## config.mk

```make
export PLATFORM = sky130hd
export DESIGN_NAME = amcd_dp
export DESIGN_NICKNAME = d
export VERILOG_FILES = /design/src/rtl/am_modulate_coherent_demod_boxcar_top_defines.svh /design/src/rtl/amcd_pkg.sv /design/src/rtl/amcd_dp.sv
export SDC_FILE = /design/constraint.sdc
export NUM_CORES = 2
export LEC_CHECK = 0
export ABC_AREA = 1
export BUFFER_PORTS_ARGS = -buffer_cell sky130_fd_sc_hd__buf_2
export CAP_MARGIN = 10
export CORE_ASPECT_RATIO = 1.25
export CORE_UTILIZATION = 50
export CTS_BUF_LIST = sky130_fd_sc_hd__clkbuf_8
export DETAILED_ROUTE_END_ITERATION = 10
export PLACE_DENSITY = 0.69
export SKIP_CTS_REPAIR_TIMING = 1
export SYNTH_ARGS = -nofsm -noshare
export SYNTH_HDL_FRONTEND = slang
export SYNTH_SLANG_ARGS = --single-unit
```

## constraint.sdc

```tcl
create_clock -name clk -period 9.8 [get_ports clk]
set_clock_uncertainty 0.2 [all_clocks]
set_input_delay 0.98 -clock clk [delete_from_list [all_inputs] [get_ports clk]]
set_output_delay 0.98 -clock clk [all_outputs]
set_load 0.05 [all_outputs]
```

## src/rtl/am_modulate_coherent_demod_boxcar_top_defines.svh

```systemverilog
// Assertion macros for the AM modulator / coherent demodulator RTL.
// Expects signals named clk and arst_n in the scope of every use.
`ifndef AM_MODULATE_COHERENT_DEMOD_BOXCAR_TOP_DEFINES_SVH
`define AM_MODULATE_COHERENT_DEMOD_BOXCAR_TOP_DEFINES_SVH

// Clocked property check, switched off while reset is asserted
`define AMCD_ASSERT(lbl, prop, msg) \
	lbl: assert property (@(posedge clk) disable iff (!arst_n) prop) \
		else $error(msg);

// Condition that must never be seen at a clock edge
`define AMCD_NEVER(lbl, cond, msg) \
	`AMCD_ASSERT(lbl, !(cond), msg)

`endif

```

## src/rtl/amcd_pkg.sv

```systemverilog
// Shared types, constants and the carrier table generator for the AM block.
// No dependencies.
`timescale 1ns / 1ps

package amcd_pkg;

	// Parameter defaults
	localparam int WINDOW_DEF         = 1000;
	localparam int COS_TABLE_BITS_DEF = 10;

	// Demodulated value width (Q2.15, signed)
	localparam int DEM_W = 17;

	// Configuration register map (word index) and reset value
	localparam logic REG_PHASE_STEP = 1'b0;
	localparam logic [31:0] PHASE_STEP_RST = 32'd1947830973;

	// Taylor series constants for the carrier table
	localparam int SERIES_TERMS = 12;
	localparam longint unsigned TWO_PI_Q30 = 64'd6746518852;
	localparam longint unsigned ONE_Q30    = 64'd1073741824;

	// Controller to datapath commands, one per step
	typedef struct packed {
		logic load;
		logic tab;
		logic mul1;
		logic mul2;
		logic acc;
		logic div1;
		logic div2;
		logic div3;
		logic fin;
	} cmd_t;

	// Datapath to controller status
	typedef struct packed {
		logic fill_done;
	} sts_t;

	// Q15 cosine (or sine) of a first-quadrant table point, evaluated at
	// elaboration. rem is the point within the quadrant, tb the table bits.
	function automatic logic [15:0] cos_quarter(input int unsigned rem, input int tb,
			input bit want_sin);
		longint unsigned x;
		longint unsigned x2;
		longint unsigned ct;
		longint unsigned st;
		longint c;
		longint s;
		longint p;
		longint unsigned m;
		longint r;
		x  = (64'(rem) * TWO_PI_Q30) >> tb;
		x2 = (x * x) >> 30;
		ct = ONE_Q30;
		st = x;
		c  = longint'(ct);
		s  = longint'(st);
		for (int n = 1; n <= SERIES_TERMS; n++) begin
			ct = ((ct * x2) >> 30) / 64'((2 * n - 1) * (2 * n));
			st = ((st * x2) >> 30) / 64'((2 * n) * (2 * n + 1));
			if ((n % 2) == 1) begin
				c = c - longint'(ct);
				s = s - longint'(st);
			end else begin
				c = c + longint'(ct);
				s = s + longint'(st);
			end
		end
		p = (want_sin ? s : c) * 64'sd32767;
		m = (p < 0) ? longint'(-p) : longint'(p);
		r = longint'((m + 64'd536870912) >> 30);
		if (p < 0)
			r = -r;
		if (r > 32767)
			r = 32767;
		if (r < -32767)
			r = -32767;
		return 16'(r);
	endfunction

endpackage

```

## src/rtl/amcd_dp.sv

```systemverilog
// Datapath: phase accumulator, carrier table, mixers, boxcar sum and average.
// Depends on amcd_pkg; history memory sits outside on the RAM ports.
`timescale 1ns / 1ps

module amcd_dp
	import amcd_pkg::*;
#(
	parameter int WINDOW         = WINDOW_DEF,
	parameter int COS_TABLE_BITS = COS_TABLE_BITS_DEF
) (
	input  logic                      clk,
	input  logic                      arst_n,
	input  cmd_t                      cmd,
	output sts_t                      sts,
	input  logic [31:0]               phase_step,
	input  logic                      start_of_signal,
	input  logic signed [15:0]        audio_sample,
	output logic signed [15:0]        modulated_sample,
	output logic signed [16:0]        filtered_sample,
	output logic                      filtered_valid,
	output logic                      ram_wr_en,
	output logic [$clog2(WINDOW)-1:0] ram_wr_addr,
	output logic [DEM_W-1:0]          ram_wr_data,
	output logic                      ram_rd_en,
	output logic [$clog2(WINDOW)-1:0] ram_rd_addr,
	input  logic [DEM_W-1:0]          ram_rd_data
);

	localparam int TB     = COS_TABLE_BITS;
	localparam int TQ     = 1 << (TB - 2);
	localparam int SLOT_W = $clog2(WINDOW);
	localparam int FILL_W = $clog2(WINDOW + 1);
	localparam int SUM_W  = $clog2(WINDOW) + DEM_W;
	localparam int NW     = SUM_W;
	localparam int HALF_W = WINDOW / 2;
	localparam logic [NW-1:0] RECIP = NW'((64'd1 << NW) / WINDOW);

	// Quarter-wave carrier tables
	logic [15:0] cos_rom [TQ];
	logic [15:0] sin_rom [TQ];

	for (genvar gi = 0; gi < TQ; gi++) begin : g_rom
		assign cos_rom[gi] = cos_quarter(gi, TB, 1'b0);
		assign sin_rom[gi] = cos_quarter(gi, TB, 1'b1);
	end

	logic [31:0]              phase_q;
	logic [31:0]              phase_eff;
	logic [TB-1:0]            idx_q;
	logic signed [15:0]       sample_q;
	logic signed [15:0]       cos_q;
	logic signed [31:0]       prod1_q;
	logic signed [31:0]       prod2_q;
	logic signed [15:0]       mod_q;
	logic signed [SUM_W-1:0]  sum_q;
	logic [FILL_W-1:0]        fill_q;
	logic [SLOT_W-1:0]        slot_q;
	logic                     neg_q;
	logic [NW-1:0]            n_q;
	logic [2*NW-1:0]          prodr_q;
	logic [NW-1:0]            qe_q;
	logic [NW-1:0]            qw_q;
	logic signed [15:0]       mod_out_q;
	logic signed [16:0]       filt_q;
	logic                     fvalid_q;

	logic [1:0]               quad;
	logic [TB-3:0]            rem;
	logic [15:0]              cos_mag;
	logic                     cos_neg;
	logic signed [31:0]       mod_rnd;
	logic signed [15:0]       mod_sat;
	logic signed [31:0]       dem_rnd;
	logic signed [DEM_W-1:0]  dem_sat;
	logic signed [DEM_W-1:0]  old_dem;
	logic                     win_full;
	logic [SUM_W-1:0]         sum_mag;
	logic [NW-1:0]            rest;
	logic [NW-1:0]            quo;
	logic signed [16:0]       avg;

	// Phase used by this sample: a start flag restarts at zero
	assign phase_eff = start_of_signal ? 32'd0 : phase_q;

	// Quadrant fold of the table index
	assign quad    = idx_q[TB-1 -: 2];
	assign rem     = idx_q[TB-3:0];
	assign cos_mag = quad[0] ? sin_rom[rem] : cos_rom[rem];
	assign cos_neg = (quad == 2'd1) || (quad == 2'd2);

	// Modulated: round half away from zero at Q15, then saturate
	assign mod_rnd = (prod1_q + (prod1_q[31] ? 32'sd16383 : 32'sd16384)) >>> 15;
	always_comb begin
		if (mod_rnd > 32'sd32767)
			mod_sat = 16'sh7fff;
		else if (mod_rnd < -32'sd32768)
			mod_sat = -16'sh8000;
		else
			mod_sat = mod_rnd[15:0];
	end

	// Demodulated: product times two at Q15, i.e. shift by 14
	assign dem_rnd = (prod2_q + (prod2_q[31] ? 32'sd8191 : 32'sd8192)) >>> 14;
	always_comb begin
		if (dem_rnd > 32'sd65535)
			dem_sat = 17'sh0ffff;
		else if (dem_rnd < -32'sd65536)
			dem_sat = -17'sh10000;
		else
			dem_sat = dem_rnd[DEM_W-1:0];
	end

	assign old_dem  = $signed(ram_rd_data);
	assign win_full = (fill_q == FILL_W'(WINDOW));
	assign sum_mag  = sum_q[SUM_W-1] ? SUM_W'(-sum_q) : SUM_W'(sum_q);

	// Window full once this accumulate has run
	assign sts.fill_done = (fill_q >= FILL_W'(WINDOW - 1));

	// History memory: read the outgoing slot, later overwrite it
	assign ram_rd_en   = cmd.tab;
	assign ram_rd_addr = slot_q;
	assign ram_wr_en   = cmd.acc;
	assign ram_wr_addr = slot_q;
	assign ram_wr_data = dem_sat;

	// Quotient correction: estimate is exact or one low
	assign rest = n_q - qw_q;
	assign quo  = (rest >= NW'(WINDOW)) ? qe_q + NW'(1) : qe_q;

	// Sign and saturate the average
	always_comb begin
		if (!neg_q) begin
			if (quo > NW'(65535))
				avg = 17'sh0ffff;
			else
				avg = quo[16:0];
		end else begin
			if (quo > NW'(65536))
				avg = -17'sh10000;
			else
				avg = -$signed(quo[16:0]);
		end
	end

	// Running state: phase, window sum, fill count, slot
	always_ff @(posedge clk or negedge arst_n) begin
		if (!arst_n) begin
			phase_q <= '0;
			sum_q   <= '0;
			fill_q  <= '0;
			slot_q  <= '0;
		end else begin
			if (cmd.load) begin
				phase_q <= phase_eff + phase_step;
				if (start_of_signal) begin
					sum_q  <= '0;
					fill_q <= '0;
					slot_q <= '0;
				end
			end
			if (cmd.acc) begin
				sum_q  <= sum_q - (win_full ? SUM_W'(old_dem) : '0) + SUM_W'(dem_sat);
				fill_q <= win_full ? fill_q : fill_q + FILL_W'(1);
				slot_q <= (slot_q == SLOT_W'(WINDOW - 1)) ? '0 : slot_q + SLOT_W'(1);
			end
		end
	end

	// Per-sample working registers
	always_ff @(posedge clk) begin
		if (cmd.load) begin
			idx_q    <= phase_eff[31 -: TB];
			sample_q <= audio_sample;
		end
		if (cmd.tab)
			cos_q <= cos_neg ? -$signed(cos_mag) : $signed(cos_mag);
		if (cmd.mul1)
			prod1_q <= sample_q * cos_q;
		if (cmd.mul2) begin
			mod_q   <= mod_sat;
			prod2_q <= mod_sat * cos_q;
		end
		if (cmd.div1) begin
			neg_q <= sum_q[SUM_W-1];
			n_q   <= NW'(sum_mag) + NW'(HALF_W);
		end
		if (cmd.div2)
			prodr_q <= (2*NW)'(n_q) * (2*NW)'(RECIP);
		if (cmd.div3) begin
			qe_q <= prodr_q[2*NW-1 -: NW];
			qw_q <= prodr_q[2*NW-1 -: NW] * NW'(WINDOW);
		end
		if (cmd.fin) begin
			mod_out_q <= mod_q;
			filt_q    <= win_full ? avg : '0;
			fvalid_q  <= win_full;
		end
	end

	assign modulated_sample = mod_out_q;
	assign filtered_sample  = filt_q;
	assign filtered_valid   = fvalid_q;

endmodule

```

==> results.yml <==
global_routing:
  grt_pass1_wl_mm: 292
  grt_use_total_pct: 35.0
  globalRouteMet1Util_pct: 41.2
  grt_pass1_vias: 49200
  grtUsageMet3_pct: 6.04
  grt-busiest-layer: "met2"
  antenna_found_initial: 10
  grt_max_degree: 106
  grt_use_met2_pct: 60.0
  grt_remaining_overflow: 0
worst_hold_path:
  worstHoldPathCells: 1
  hold_class: "input port to flop"
  min_from: "audio_sample[8]"
  holdPathEnd: "sample_q[8]$_DFFE_PP_"
routing:
  post_drt_wl_per_cell_um: 22.5
  first_pass_iters: 6
  num_vias: 47900
  drt_wl_total_mm: 192
  drtIter0Drc: 3935
  route.detailed.drc: 0
  ant_nets: 0
  routed_via_density: 5.63
logic_synthesis:
  synth_cells: 6941
  synth_area_leader_cell: "fa_1"
  avgSynthCellArea_um2: 7.88
  synthesis.nets: 8289
  synth-seq-cells: 321
  synth-main-ff-cell: "edfxtp_1"
  synthTopCellsByArea: "fa_1 26%, edfxtp_1 13%, ha_1 13%, inv_1 10%, nand2_1 9.0%"
  ys_seq_area_share_pct: 16.9
  yosysWarningCount: 0
  synth-edff-count: 242
  synth.most_common_cell: "inv_1"
  synth_area_um2: 54700
  synth.distinct_cells: 66
  synthTopCellsByCount: "1530 x inv_1, 1307 x nand2_1, 699 x fa_1"
  synth_top_area_share_pct: 25.6
  synth-async-reset-ratio_pct: 24.6
cts:
  worstSkewPairLatency_ps: 790
  cts-root-buf: "clkbuf_8"
  clk_pin_slew_ps: 80
  htree_levels: 2
  numCtsBuffers: 58
  clock_sinks: 321
  cts_tree: "built"
  cts_buffer_depth: 3
timing:
  rsz0062_at_grt: "false"
  worst_pin_slew_ps: 1200
  tns_ps: 0
  slew_violations: 0
  max_freq_ghz: 0.108
  setup_violations: 0
  hold_ws_ps: 138
  hold_viol: 0
  fin_crit_sh_pct: 94.3
  maxSlewHeadroom_pct: 19.5
  fin_crit_ps: 9250
placed_design:
  place.gp.congestion: 1.05
  post-dp-hpwl_mm: 152
  io_buffer_count: 150
die:
  rows: 135
  io_pins: 151
  coreArea_um2: 108000
  start_util_pct: 50.5
  die_w_um: 298
  die_y_um: 372
  dieArea_um2: 111000
worst_setup_path:
  worstPathMaxFanout: 11
  cp_slowest_cell: "fa_1"
  crit_path_max_incr_delay_ps: 580
  ff2ff_path_depth: 40
  worstReg2RegEnd: "prod2_q[31]$_DFFE_PP_"
  arrival_ps: 9580
  setup.worst_path.start_class: "flop"
  r2r_slack_ps: 550
  setup.worst_path.end_class: "flop"
  crit_top_cell: "nand2_1"
  crit_type: "flop to flop"
  critPathRequiredTime_ps: 10130
  reg2reg_from: "prod1_q[31]$_DFFE_PP_"
status:
  status: "finished, final reports clean"
layout:
  area_growth_pct: 6.62
  nNetsFinal: 8369
  drive_above_1_share_pct: 5.84
job:
  cap_violations: 0
[final cells by class]
| type | instances | area [µm²] |
|---|---|---|
| Fill cell | 10400 | 50100 |
| Multi-Input combinational cell | 4852 | 38800 |
| Sequential cell | 321 | 9240 |
| Inverter | 1555 | 5840 |
| Tap cell | 1438 | 1800 |
| Timing Repair Buffer | 233 | 1390 |
| Clock buffer | 60 | 826 |
| Clock inverter | 48 | 465 |
| Antenna cell | 5 | 12.5 |
[placed cells by master (no fill, tap or decap), drive strengths merged, types with 10 or more instances in the layout]
cell type,netlist,layout
a211oi,13,13
o2111ai,18,18
nand2,1328,1328
o21bai,11,11
o221ai,25,25
nand3,227,227
clkbuf,145,60
buf,68,232
clkinv,16,45
nor2,586,586
nor4,14,14
o211ai,40,40
o22ai,38,38
o21ai,311,311
a21boi,14,14
xor2,173,173
inv,1539,1544
ha,572,572
a21oi,400,400
o21a,11,11
nor3,67,67
or2,31,31
edfxtp,242,242
xnor2,75,75
a31oi,31,31
nand4,65,65
dfrtp,79,79
fa,699,699
o31ai,13,13
o311ai,10,10
nand3b,15,15
a221oi,15,15
[worst max-delay path: cells and delay by family, from the launching register on]
family	cells	cell delay [ps]
adders and majority gates	8	3750
and+or+nand+nor	17	2180
xor gates and xnor gates	1	130
DFF	1	530
buffers and inverters	5	670
AOI/OAI and AO/OA	9	1490
[sequential cells by signal, indices dropped and copies added, names as in the netlist, 16 cells and up]
| signal | flops |
|---|---|
| cos_q | 16 |
| filtered_sample | 17 |
| mod_q | 16 |
| modulated_sample | 16 |
| n_q | 27 |
| phase_q | 32 |
| prod1_q | 32 |
| prod2_q | 32 |
| prodr_q | 18 |
| qe_q | 16 |
| qw_q | 24 |
| sample_q | 16 |
| sum_q | 27 |
[stage by stage]
stage / instance area (µm²) / std cells / setup WS, ps / utilization (%)
CTS: 58300 / 8506 / 433 / 53.8
floorplan: 54700 / 6941 / 1300 / -
detailed placement: 57000 / 8398 / 435 / 52.6
finish: 58300 / 8512 / 555 / 53.8
global route: 58300 / 8510 / 39.8 / 53.8
global placement: 57000 / 8398 / 567 / 52.6
[routing by layer]
layer	part of all wire [%]	routed length, µm	vias up
met4	6.7	12900	8
met3	7.3	14000	585
met2	48	92000	2037
li1	-	-	22000
met1	38	72700	23300
met5	0.032	62	-
[worst max-delay path by stage]
stage | from | end | slack (ps) | cells past startpoint
detailed placement | prod1_q[31]$_DFFE_PP_ | prod2_q[31]$_DFFE_PP_ | 440 | 42
floorplan | prod1_q[31]$_DFFE_PP_ | prod2_q[31]$_DFFE_PP_ | 1300 | 42
global placement | prod1_q[31]$_DFFE_PP_ | prod2_q[31]$_DFFE_PP_ | 570 | 45
CTS | prod1_q[31]$_DFFE_PP_ | prod2_q[31]$_DFFE_PP_ | 430 | 42
finish | prod1_q[31]$_DFFE_PP_ | prod2_q[31]$_DFFE_PP_ | 550 | 40
global route | prod1_q[31]$_DFFE_PP_ | prod2_q[28]$_DFFE_PP_ | 40 | 42
[kinds of logic after synthesis]
kind of cell / after synthesis / synth area share (%)
AO/OA/AOI/OAI: 991 / 10.4
XOR/XNOR: 248 / 3.97
adder cells (fa/ha/maj): 1271 / 38.7
buffers and inverters: 1768 / 12.4
AND/OR/NAND/NOR: 2342 / 17.7
flip-flops: 321 / 16.9
Power is left out: the tool's default activity adds up to more than one toggle a clock period on the data nets, which glitch-free logic cannot reach.
