<file path="config.mk">
export PLATFORM = sky130hd
export DESIGN_NAME = amcd_ctrl
export DESIGN_NICKNAME = d
export VERILOG_FILES = /design/src/rtl/amcd_pkg.sv /design/src/rtl/amcd_ctrl.sv
export VERILOG_INCLUDE_DIRS = /design/src /design/src/rtl
export SDC_FILE = /design/constraint.sdc
export NUM_CORES = 1
export LEC_CHECK = 0
export ABC_AREA = 1
export BUFFER_PORTS_ARGS = -buffer_cell sky130_fd_sc_hd__buf_2
export CELL_PAD_IN_SITES_DETAIL_PLACEMENT = 0
export CELL_PAD_IN_SITES_GLOBAL_PLACEMENT = 1
export CORE_AREA = 2 2 39 41
export DETAILED_ROUTE_END_ITERATION = 12
export DIE_AREA = 0 0 41 43
export PLACE_DENSITY_LB_ADDON = 0.3
export REMOVE_ABC_BUFFERS = 1
export SLEW_MARGIN = 20
export SYNTH_ARGS = -nofsm -noshare
export SYNTH_HDL_FRONTEND = slang
export SYNTH_SLANG_ARGS = --single-unit
</file>
<file path="constraint.sdc">
create_clock -name clk -period 2.8 [get_ports clk]
set_input_delay 0.56 -clock clk [delete_from_list [all_inputs] [get_ports clk]]
set_output_delay 0.56 -clock clk [all_outputs]
set_load 0.02 [all_outputs]
</file>
<file path="src/rtl/am_modulate_coherent_demod_boxcar_top_defines.svh">
// Assertion macros for the AM modulator / coherent demodulator RTL.
// Expects signals named clk and arst_n in the scope of every use.
`ifndef AM_MODULATE_COHERENT_DEMOD_BOXCAR_TOP_DEFINES_SVH
`define AM_MODULATE_COHERENT_DEMOD_BOXCAR_TOP_DEFINES_SVH

// Clocked property check, switched off while reset is asserted
`define AMCD_ASSERT(lbl, prop, msg) \
	lbl: assert property (@(posedge clk) disable iff (!arst_n) prop) \
		else $error(msg);

// Condition that must never be seen at a clock edge
`define AMCD_NEVER(lbl, cond, msg) \
	`AMCD_ASSERT(lbl, !(cond), msg)

`endif

</file>
<file path="src/rtl/amcd_pkg.sv">
// Shared types, constants and the carrier table generator for the AM block.
// No dependencies.
`timescale 1ns / 1ps

package amcd_pkg;

	// Parameter defaults
	localparam int WINDOW_DEF         = 1000;
	localparam int COS_TABLE_BITS_DEF = 10;

	// Demodulated value width (Q2.15, signed)
	localparam int DEM_W = 17;

	// Configuration register map (word index) and reset value
	localparam logic REG_PHASE_STEP = 1'b0;
	localparam logic [31:0] PHASE_STEP_RST = 32'd1947830973;

	// Taylor series constants for the carrier table
	localparam int SERIES_TERMS = 12;
	localparam longint unsigned TWO_PI_Q30 = 64'd6746518852;
	localparam longint unsigned ONE_Q30    = 64'd1073741824;

	// Controller to datapath commands, one per step
	typedef struct packed {
		logic load;
		logic tab;
		logic mul1;
		logic mul2;
		logic acc;
		logic div1;
		logic div2;
		logic div3;
		logic fin;
	} cmd_t;

	// Datapath to controller status
	typedef struct packed {
		logic fill_done;
	} sts_t;

	// Q15 cosine (or sine) of a first-quadrant table point, evaluated at
	// elaboration. rem is the point within the quadrant, tb the table bits.
	function automatic logic [15:0] cos_quarter(input int unsigned rem, input int tb,
			input bit want_sin);
		longint unsigned x;
		longint unsigned x2;
		longint unsigned ct;
		longint unsigned st;
		longint c;
		longint s;
		longint p;
		longint unsigned m;
		longint r;
		x  = (64'(rem) * TWO_PI_Q30) >> tb;
		x2 = (x * x) >> 30;
		ct = ONE_Q30;
		st = x;
		c  = longint'(ct);
		s  = longint'(st);
		for (int n = 1; n <= SERIES_TERMS; n++) begin
			ct = ((ct * x2) >> 30) / 64'((2 * n - 1) * (2 * n));
			st = ((st * x2) >> 30) / 64'((2 * n) * (2 * n + 1));
			if ((n % 2) == 1) begin
				c = c - longint'(ct);
				s = s - longint'(st);
			end else begin
				c = c + longint'(ct);
				s = s + longint'(st);
			end
		end
		p = (want_sin ? s : c) * 64'sd32767;
		m = (p < 0) ? longint'(-p) : longint'(p);
		r = longint'((m + 64'd536870912) >> 30);
		if (p < 0)
			r = -r;
		if (r > 32767)
			r = 32767;
		if (r < -32767)
			r = -32767;
		return 16'(r);
	endfunction

endpackage

</file>
<file path="src/rtl/amcd_ctrl.sv">
// Sequencer for the AM modulator / demodulator: handshakes and step commands.
// Depends on amcd_pkg and the assertion macro header.
`timescale 1ns / 1ps
`include "am_modulate_coherent_demod_boxcar_top_defines.svh"

module amcd_ctrl
	import amcd_pkg::*;
(
	input  logic clk,
	input  logic arst_n,
	input  logic in_valid,
	output logic in_stall,
	output logic out_valid,
	input  logic out_stall,
	output cmd_t cmd,
	input  sts_t sts
);

	typedef enum logic [3:0] {
		S_IDLE,
		S_TAB,
		S_MUL1,
		S_MUL2,
		S_ACC,
		S_DIV1,
		S_DIV2,
		S_DIV3,
		S_FIN
	} state_t;

	state_t state_q;
	logic   out_valid_q;
	logic   out_free;

	// Output register may be loaded when empty or emptied this cycle
	assign out_free = !out_valid_q || !out_stall;

	// Step commands decoded from state
	always_comb begin
		cmd      = '0;
		cmd.load = (state_q == S_IDLE) && in_valid;
		cmd.tab  = (state_q == S_TAB);
		cmd.mul1 = (state_q == S_MUL1);
		cmd.mul2 = (state_q == S_MUL2);
		cmd.acc  = (state_q == S_ACC);
		cmd.div1 = (state_q == S_DIV1);
		cmd.div2 = (state_q == S_DIV2);
		cmd.div3 = (state_q == S_DIV3);
		cmd.fin  = (state_q == S_FIN) && out_free;
	end

	// State and output valid
	always_ff @(posedge clk or negedge arst_n) begin
		if (!arst_n) begin
			state_q     <= S_IDLE;
			out_valid_q <= 1'b0;
		end else begin
			if (cmd.fin)
				out_valid_q <= 1'b1;
			else if (!out_stall)
				out_valid_q <= 1'b0;
			unique case (state_q)
				S_IDLE: begin
					if (in_valid)
						state_q <= S_TAB;
				end
				S_TAB:  state_q <= S_MUL1;
				S_MUL1: state_q <= S_MUL2;
				S_MUL2: state_q <= S_ACC;
				S_ACC: begin
					// average only needed once the window is full
					state_q <= sts.fill_done ? S_DIV1 : S_FIN;
				end
				S_DIV1: state_q <= S_DIV2;
				S_DIV2: state_q <= S_DIV3;
				S_DIV3: state_q <= S_FIN;
				S_FIN: begin
					if (out_free)
						state_q <= S_IDLE;
				end
				default: state_q <= S_IDLE;
			endcase
		end
	end

	assign in_stall  = (state_q != S_IDLE);
	assign out_valid = out_valid_q;

	// Checks
	`AMCD_ASSERT(a_load_starts, cmd.load |=> (state_q == S_TAB), "accepted request did not start")
	`AMCD_ASSERT(a_fin_holds, (state_q == S_FIN && out_valid_q && out_stall) |=> (state_q == S_FIN), "result dropped under stall")
	`AMCD_ASSERT(a_cmd_onehot, $onehot0({cmd.load, cmd.tab, cmd.mul1, cmd.mul2, cmd.acc, cmd.div1, cmd.div2, cmd.div3, cmd.fin}), "overlapping step commands")
	`AMCD_ASSERT(a_valid_from_fin, $rose(out_valid_q) |-> ($past(state_q) == S_FIN), "result without finish step")
	`AMCD_ASSERT(a_skip_average, (cmd.acc && !sts.fill_done) |=> (state_q == S_FIN), "average computed on partial window")

endmodule

</file>
==> results.py, run 1 <==
metrics = {
    "critical_path": {
        "path_max_fanout": 6,
        "rrSetupSlack_ns": 1.79,
        "arrival_ns": 1.26,
        "reg2reg_from": "state_q[1]",
        "r2r_end": "state_q[2]",
        "worstSetupStartpointType": "flip-flop",
        "required_ns": 2.24,
        "crit_type": "reg2out",
        "rr_worst_depth": 5,
        "timing.critical_path.to_type": "output pin",
    },
    "place": {
        "dpl_cell_area_um2": 415,
        "portBuffers": 15,
        "gp_congestion": 0.725,
        "hpwlAfterDp_um": 589,
    },
    "finish": {
        "fillCellCount": 165,
        "final_cell_area_um2": 442,
        "final_nets": 71,
        "drive_above_1_share": 0.400,
        "antenna_cells": 0,
        "final_common_cell": "buf_2",
        "mostFrequentLayoutCells": "buf_2, inv_1, nand2_1",
        "seq_area_um2": 125,
        "area_delta_synth_final_pct": 37.9,
        "multi_input_area_um2": 158,
    },
    "detailed_routing": {
        "drtIter0Drc": 3,
        "ant_nets": 0,
        "drcViolationCount": 0,
        "vias": 338,
        "vias_per_cell": 4.17,
        "wl_per_cell_um": 8.75,
        "postRouteWirelength_um": 709,
        "drtPass1Iterations": 2,
    },
    "sta": {
        "final_hold_viol_count": 0,
        "rsz0062_at_grt": "false",
        "period_share": 0.650,
        "setup_viol": 0,
        "tightestPinTransition_ns": 0.281,
        "period_needed_ns": 1.82,
        "relSlewSlack": 0.812,
        "whs_ns": 0.122,
        "fin_worst_skew_ns": 0.00224,
        "slew_violations": 0,
        "fmax_mhz": 550,
        "fin_setup_tns_ns": 0,
    },
    "yosys": {
        "synth.avg_cell_area_um2": 6.96,
        "synth.area.top_cells": "dfrtp_1, inv_1, nand3_1",
        "synthesis.area_um2": 320,
        "yosys.area.top_type_share": 0.391,
        "ys_types": 14,
        "synth_warnings": 0,
        "yosysSeqAreaShare": 0.391,
        "synth_top_cell_by_area": "dfrtp_1",
        "ys_ff_latch": 5,
        "syn_inst": 46,
    },
    "clocking": {
        "cts.hold.buffers_added": 0,
        "cts_setup_buffers": 0,
        "cts_sinks": 5,
        "ctsLongestPathBuffers": 2,
        "cts_made_buffers": 3,
        "cts.repair.resized": 0,
        "cts_tree": "done",
        "htreeDepth": 1,
        "worstSkewPairLatency_ns": 0.24,
        "root_buffer": "clkbuf_4",
        "cts.clk_slew.worst_paths_ns": 0.04,
    },
    "floorplanning": {
        "io-pin-count": 16,
        "die_w_um": 41,
        "die_h_um": 43,
        "floorplan.die_area_um2": 1760,
        "fp-row-count": 14,
        "initial_utilization": 0.231,
        "core_area_um2": 1380,
    },
    "grt": {
        "overflow": 0,
        "grt_pass1_wl_um": 1300,
        "grt_pass1_vias": 336,
        "grt_usage": 0.110,
        "antenna_found_initial": 0,
        "grt_max_degree": 8,
    },
    "run_status": {
        "status": "finished, final reports clean",
    },
    "power_and_ir_drop": {
        "p_leak_uw": 0.000283,
        "totalPowerFinal_uw": 519,
        "p_per_area_nw_per_um2": 1180,
        "ir_drop_v": 0.000331,
    },
    "job": {
        "max_cap_viol_count": 0,
    },
    "min_path": {
        "hp-class": "in2async",
    },
}
cell families (layout without fill, tap and decap cells):
family	after synthesis	in the layout	synth area share
compound gates	2	2	0.0352
buf+inv	10	29	0.117
flops	5	5	0.391
simple gates	29	29	0.457
worst max-delay path, stage by stage, from the launching register on:
cell,delay (ns)
dfrtp_1,0.43
nor2_2,0.20
inv_1,0.07
nor2_1,0.13
buf_2,0.18
power by group:
| group | internal (uW) | switching, uW | total [uW] | leakage, uW |
|---|---|---|---|---|
| sequential | 101 | 47.2 | 149 | 0.0000648 |
| clock | 53.9 | 29.6 | 83.5 | 0.0000150 |
| combinational | 96.6 | 191 | 287 | 0.000204 |
cell type report:
cell class / count / share of cell area
inverter: 10 / 0.0850
clock buffer: 4 / 0.0595
sequential: 5 / 0.283
tap: 16 / 0.0453
multi-input combinational: 31 / 0.357
timing repair buffer: 15 / 0.170
state kept, by name, indices dropped and copies added, names as in the netlist:
signal,flops
state_q,4
out_valid,1
metal layers:
| metal | vias up | share of wire | global-route usage |
|---|---|---|---|
| met5 | - | 0 | 0 |
| met3 | 2 | 0.037 | 0.0157 |
| met2 | 8 | 0.50 | 0.150 |
| li1 | 183 | - | - |
| met1 | 145 | 0.44 | 0.140 |
| met4 | 0 | 0.021 | 0.100 |
through the flow:
stage / cells / utilization / setup slack (ns)
after floorplan: 46 / - / 1.13
after global placement: 77 / 0.300 / 1.20
after detailed placement: 77 / 0.300 / 1.21
after CTS: 81 / 0.319 / 0.970
after global routing: 81 / 0.319 / 0.855
final: 81 / 0.319 / 0.981
worst max path at each step:
stage                     startpoint     end  slack [ns]
after floorplan           state_q[0]  cmd[8]        1.13
after global placement     out_stall  cmd[0]        1.20
after detailed placement   out_stall  cmd[0]        1.21
after CTS                 state_q[0]  cmd[0]        0.97
after global routing      state_q[0]  cmd[0]        0.85
final                     state_q[3]  cmd[7]        0.98
cell usage after synthesis:
| master | count |
|---|---|
| o21ai_0 | 1 |
| inv_1 | 9 |
| nand3_1 | 6 |
| nor2_4 | 1 |
| inv_2 | 1 |
| nand3b_1 | 1 |
| nand2_1 | 7 |
| nor2_1 | 6 |
| nor3_1 | 1 |
| a31oi_1 | 1 |
| nor2_2 | 4 |
| nand4_1 | 1 |
| dfrtp_1 | 5 |
| nand2_2 | 2 |
(Power assumes the default switching activity.)
==> inputs of run 2 (changes only) <==
==> constraint.sdc (replaced) <==
create_clock -name clk -period 1.85 [get_ports clk]
set_input_delay 0.37 -clock clk [delete_from_list [all_inputs] [get_ports clk]]
set_output_delay 0.37 -clock clk [all_outputs]
set_load 0.02 [all_outputs]
==> results.py, run 2 (synthesis gave the netlist of run 1 again) <==
metrics = {
    "floorplanning": {
        "initial_utilization": 0.231,
        "io-pin-count": 16,
        "core_area_um2": 1380,
        "die_w_um": 41,
        "die_h_um": 43,
        "floorplan.die_area_um2": 1760,
        "fp-row-count": 14,
    },
    "sta": {
        "fin_worst_skew_ns": 0.00153,
        "fin_setup_tns_ns": 0,
        "setup_viol": 0,
        "final_hold_viol_count": 0,
        "rsz0062_at_grt": "false",
        "period_share": 0.895,
        "relSlewSlack": 0.821,
        "tightestPinTransition_ns": 0.269,
        "slew_violations": 0,
        "fmax_mhz": 604,
        "period_needed_ns": 1.66,
    },
    "critical_path": {
        "arrival_ns": 1.29,
        "rr_worst_depth": 5,
        "worstSetupStartpointType": "flip-flop",
        "crit_type": "reg2out",
        "crit_buf_inv": 1,
        "cp.depth": 4,
        "slowest_stage": "dfrtp_1",
        "slowest_delay_ns": 0.46,
        "crit_chain": "nor2_4 -> nand3_1 -> nor2_1 -> buf_2",
        "path_max_fanout": 6,
        "required_ns": 1.48,
        "worst_path_dominant_cell_family": "flip-flops",
        "timing.critical_path.to_type": "output pin",
    },
    "clocking": {
        "cts_sinks": 5,
        "cts_tree": "done",
        "cts_made_buffers": 3,
        "htreeDepth": 1,
        "ctsLongestPathBuffers": 2,
        "cts.clk_slew.worst_paths_ns": 0.04,
        "root_buffer": "clkbuf_4",
        "worstSkewPairLatency_ns": 0.25,
    },
    "power_and_ir_drop": {
        "p_comb_frac": 0.553,
        "p_leak_uw": 0.000288,
        "p_per_area_nw_per_um2": 1740,
        "totalPowerFinal_uw": 785,
        "ir_drop_v": 0.000457,
        "p_sw_frac": 0.513,
        "pwr-share-seq": 0.285,
        "pwr-share-clk": 0.162,
        "p_int_uw": 382,
        "p_sw_uw": 403,
    },
    "finish": {
        "final_nets": 72,
        "drive_above_1_share": 0.394,
        "antenna_cells": 0,
        "final_cell_area_um2": 452,
        "largest_reg_flops": 4,
        "area_delta_synth_final_pct": 41.0,
        "regMostFlops": "state_q",
        "stdcell_count": 82,
        "final_common_cell": "buf_2",
        "mostFrequentLayoutCells": "buf_2, inv_1, nand2_1",
        "fillCellCount": 155,
    },
    "detailed_routing": {
        "ant_nets": 0,
        "wl_per_cell_um": 8.52,
        "drcViolationCount": 0,
        "drtPass1Iterations": 4,
        "vias_per_cell": 4.28,
        "drtIter0Drc": 12,
        "vias": 351,
        "postRouteWirelength_um": 699,
    },
    "run_status": {
        "status": "finished, final reports clean",
    },
    "job": {
        "max_cap_viol_count": 0,
    },
    "grt": {
        "grt_max_degree": 8,
        "grt_pass1_wl_um": 1180,
        "overflow": 0,
        "grt_pass1_vias": 326,
        "antenna_found_initial": 0,
        "grt_usage": 0.104,
    },
    "place": {
        "portBuffers": 15,
        "dpl_cell_area_um2": 415,
        "hpwlAfterDp_um": 583,
        "gp_congestion": 0.713,
        "dp_cells": 77,
    },
    "min_path": {
        "min_path_cells": 3,
        "hp-class": "in2reg",
    },
}
run 2: cell types whose count changed in the layout (fill, tap and decap cells not counted), sizes merged:
cell	before	now
dlygate4sd3	0	1
run 2: cell type report:
cell class	instances	area, um2	area share
clock buffers	4	26.3	0.0582
inverters	10	37.5	0.0831
multi-input cells	31	158	0.349
flip-flops and latches	5	125	0.277
well taps	16	20.0	0.0443
repair buffers	16	85.1	0.188
run 2: worst paths after layout:
| kind | end | slack (ns) | startpoint |
|---|---|---|---|
| min reg2reg | out_valid | 0.48 | out_valid |
| max reg2reg | state_q[0] | 0.83 | state_q[0] |
| max in group asynchronous | state_q[1] | 1.25 | arst_n |
| min | out_valid | 0.35 | out_stall |
| min in group asynchronous | out_valid | 0.47 | arst_n |
| max | cmd[0] | 0.19 | state_q[0] |
run 2: per-stage QoR:
| stage | util | worst slack, ns | hold slack, ns |
|---|---|---|---|
| finish | 0.326 | 0.194 | 0.347 |
| global route | 0.326 | 0.0912 | 0.399 |
| floorplan | - | 0.369 | 0.0744 |
| global placement | 0.300 | 0.448 | 0.195 |
| CTS | 0.326 | 0.205 | 0.347 |
| detailed placement | 0.300 | 0.474 | 0.194 |
run 2: metal layers:
| metal | global-route usage | vias up | share of wire |
|---|---|---|---|
| li1 | - | 182 | - |
| met1 | 0.124 | 152 | 0.44 |
| met2 | 0.138 | 14 | 0.46 |
| met3 | 0.0314 | 3 | 0.069 |
| met4 | 0.100 | 0 | 0.021 |
| met5 | 0 | - | 0 |
run 2: worst register-to-register path, delay by kind of cell (launching register included):
family | cells | cell delay, ns
and+or+nand+nor | 4 | 0.46
DFF | 1 | 0.46
buffers and inverters | 1 | 0.05
run 2: power groups by stage:
stage	sequential [uW]	clock (uW)	combinational [uW]
final	224	128	434
after global placement	228	0	447
after detailed placement	225	0	439
after floorplan	221	0	320
after CTS	224	131	443
after global routing	236	134	494
run 2: what timing repair did:
action | 4_1_cts | 5_1_grt
buffers inserted | 0 | 0
resized for setup | 0 | 0
hold endpoints to repair | 5 | 0
hold buffers | 1 | 0
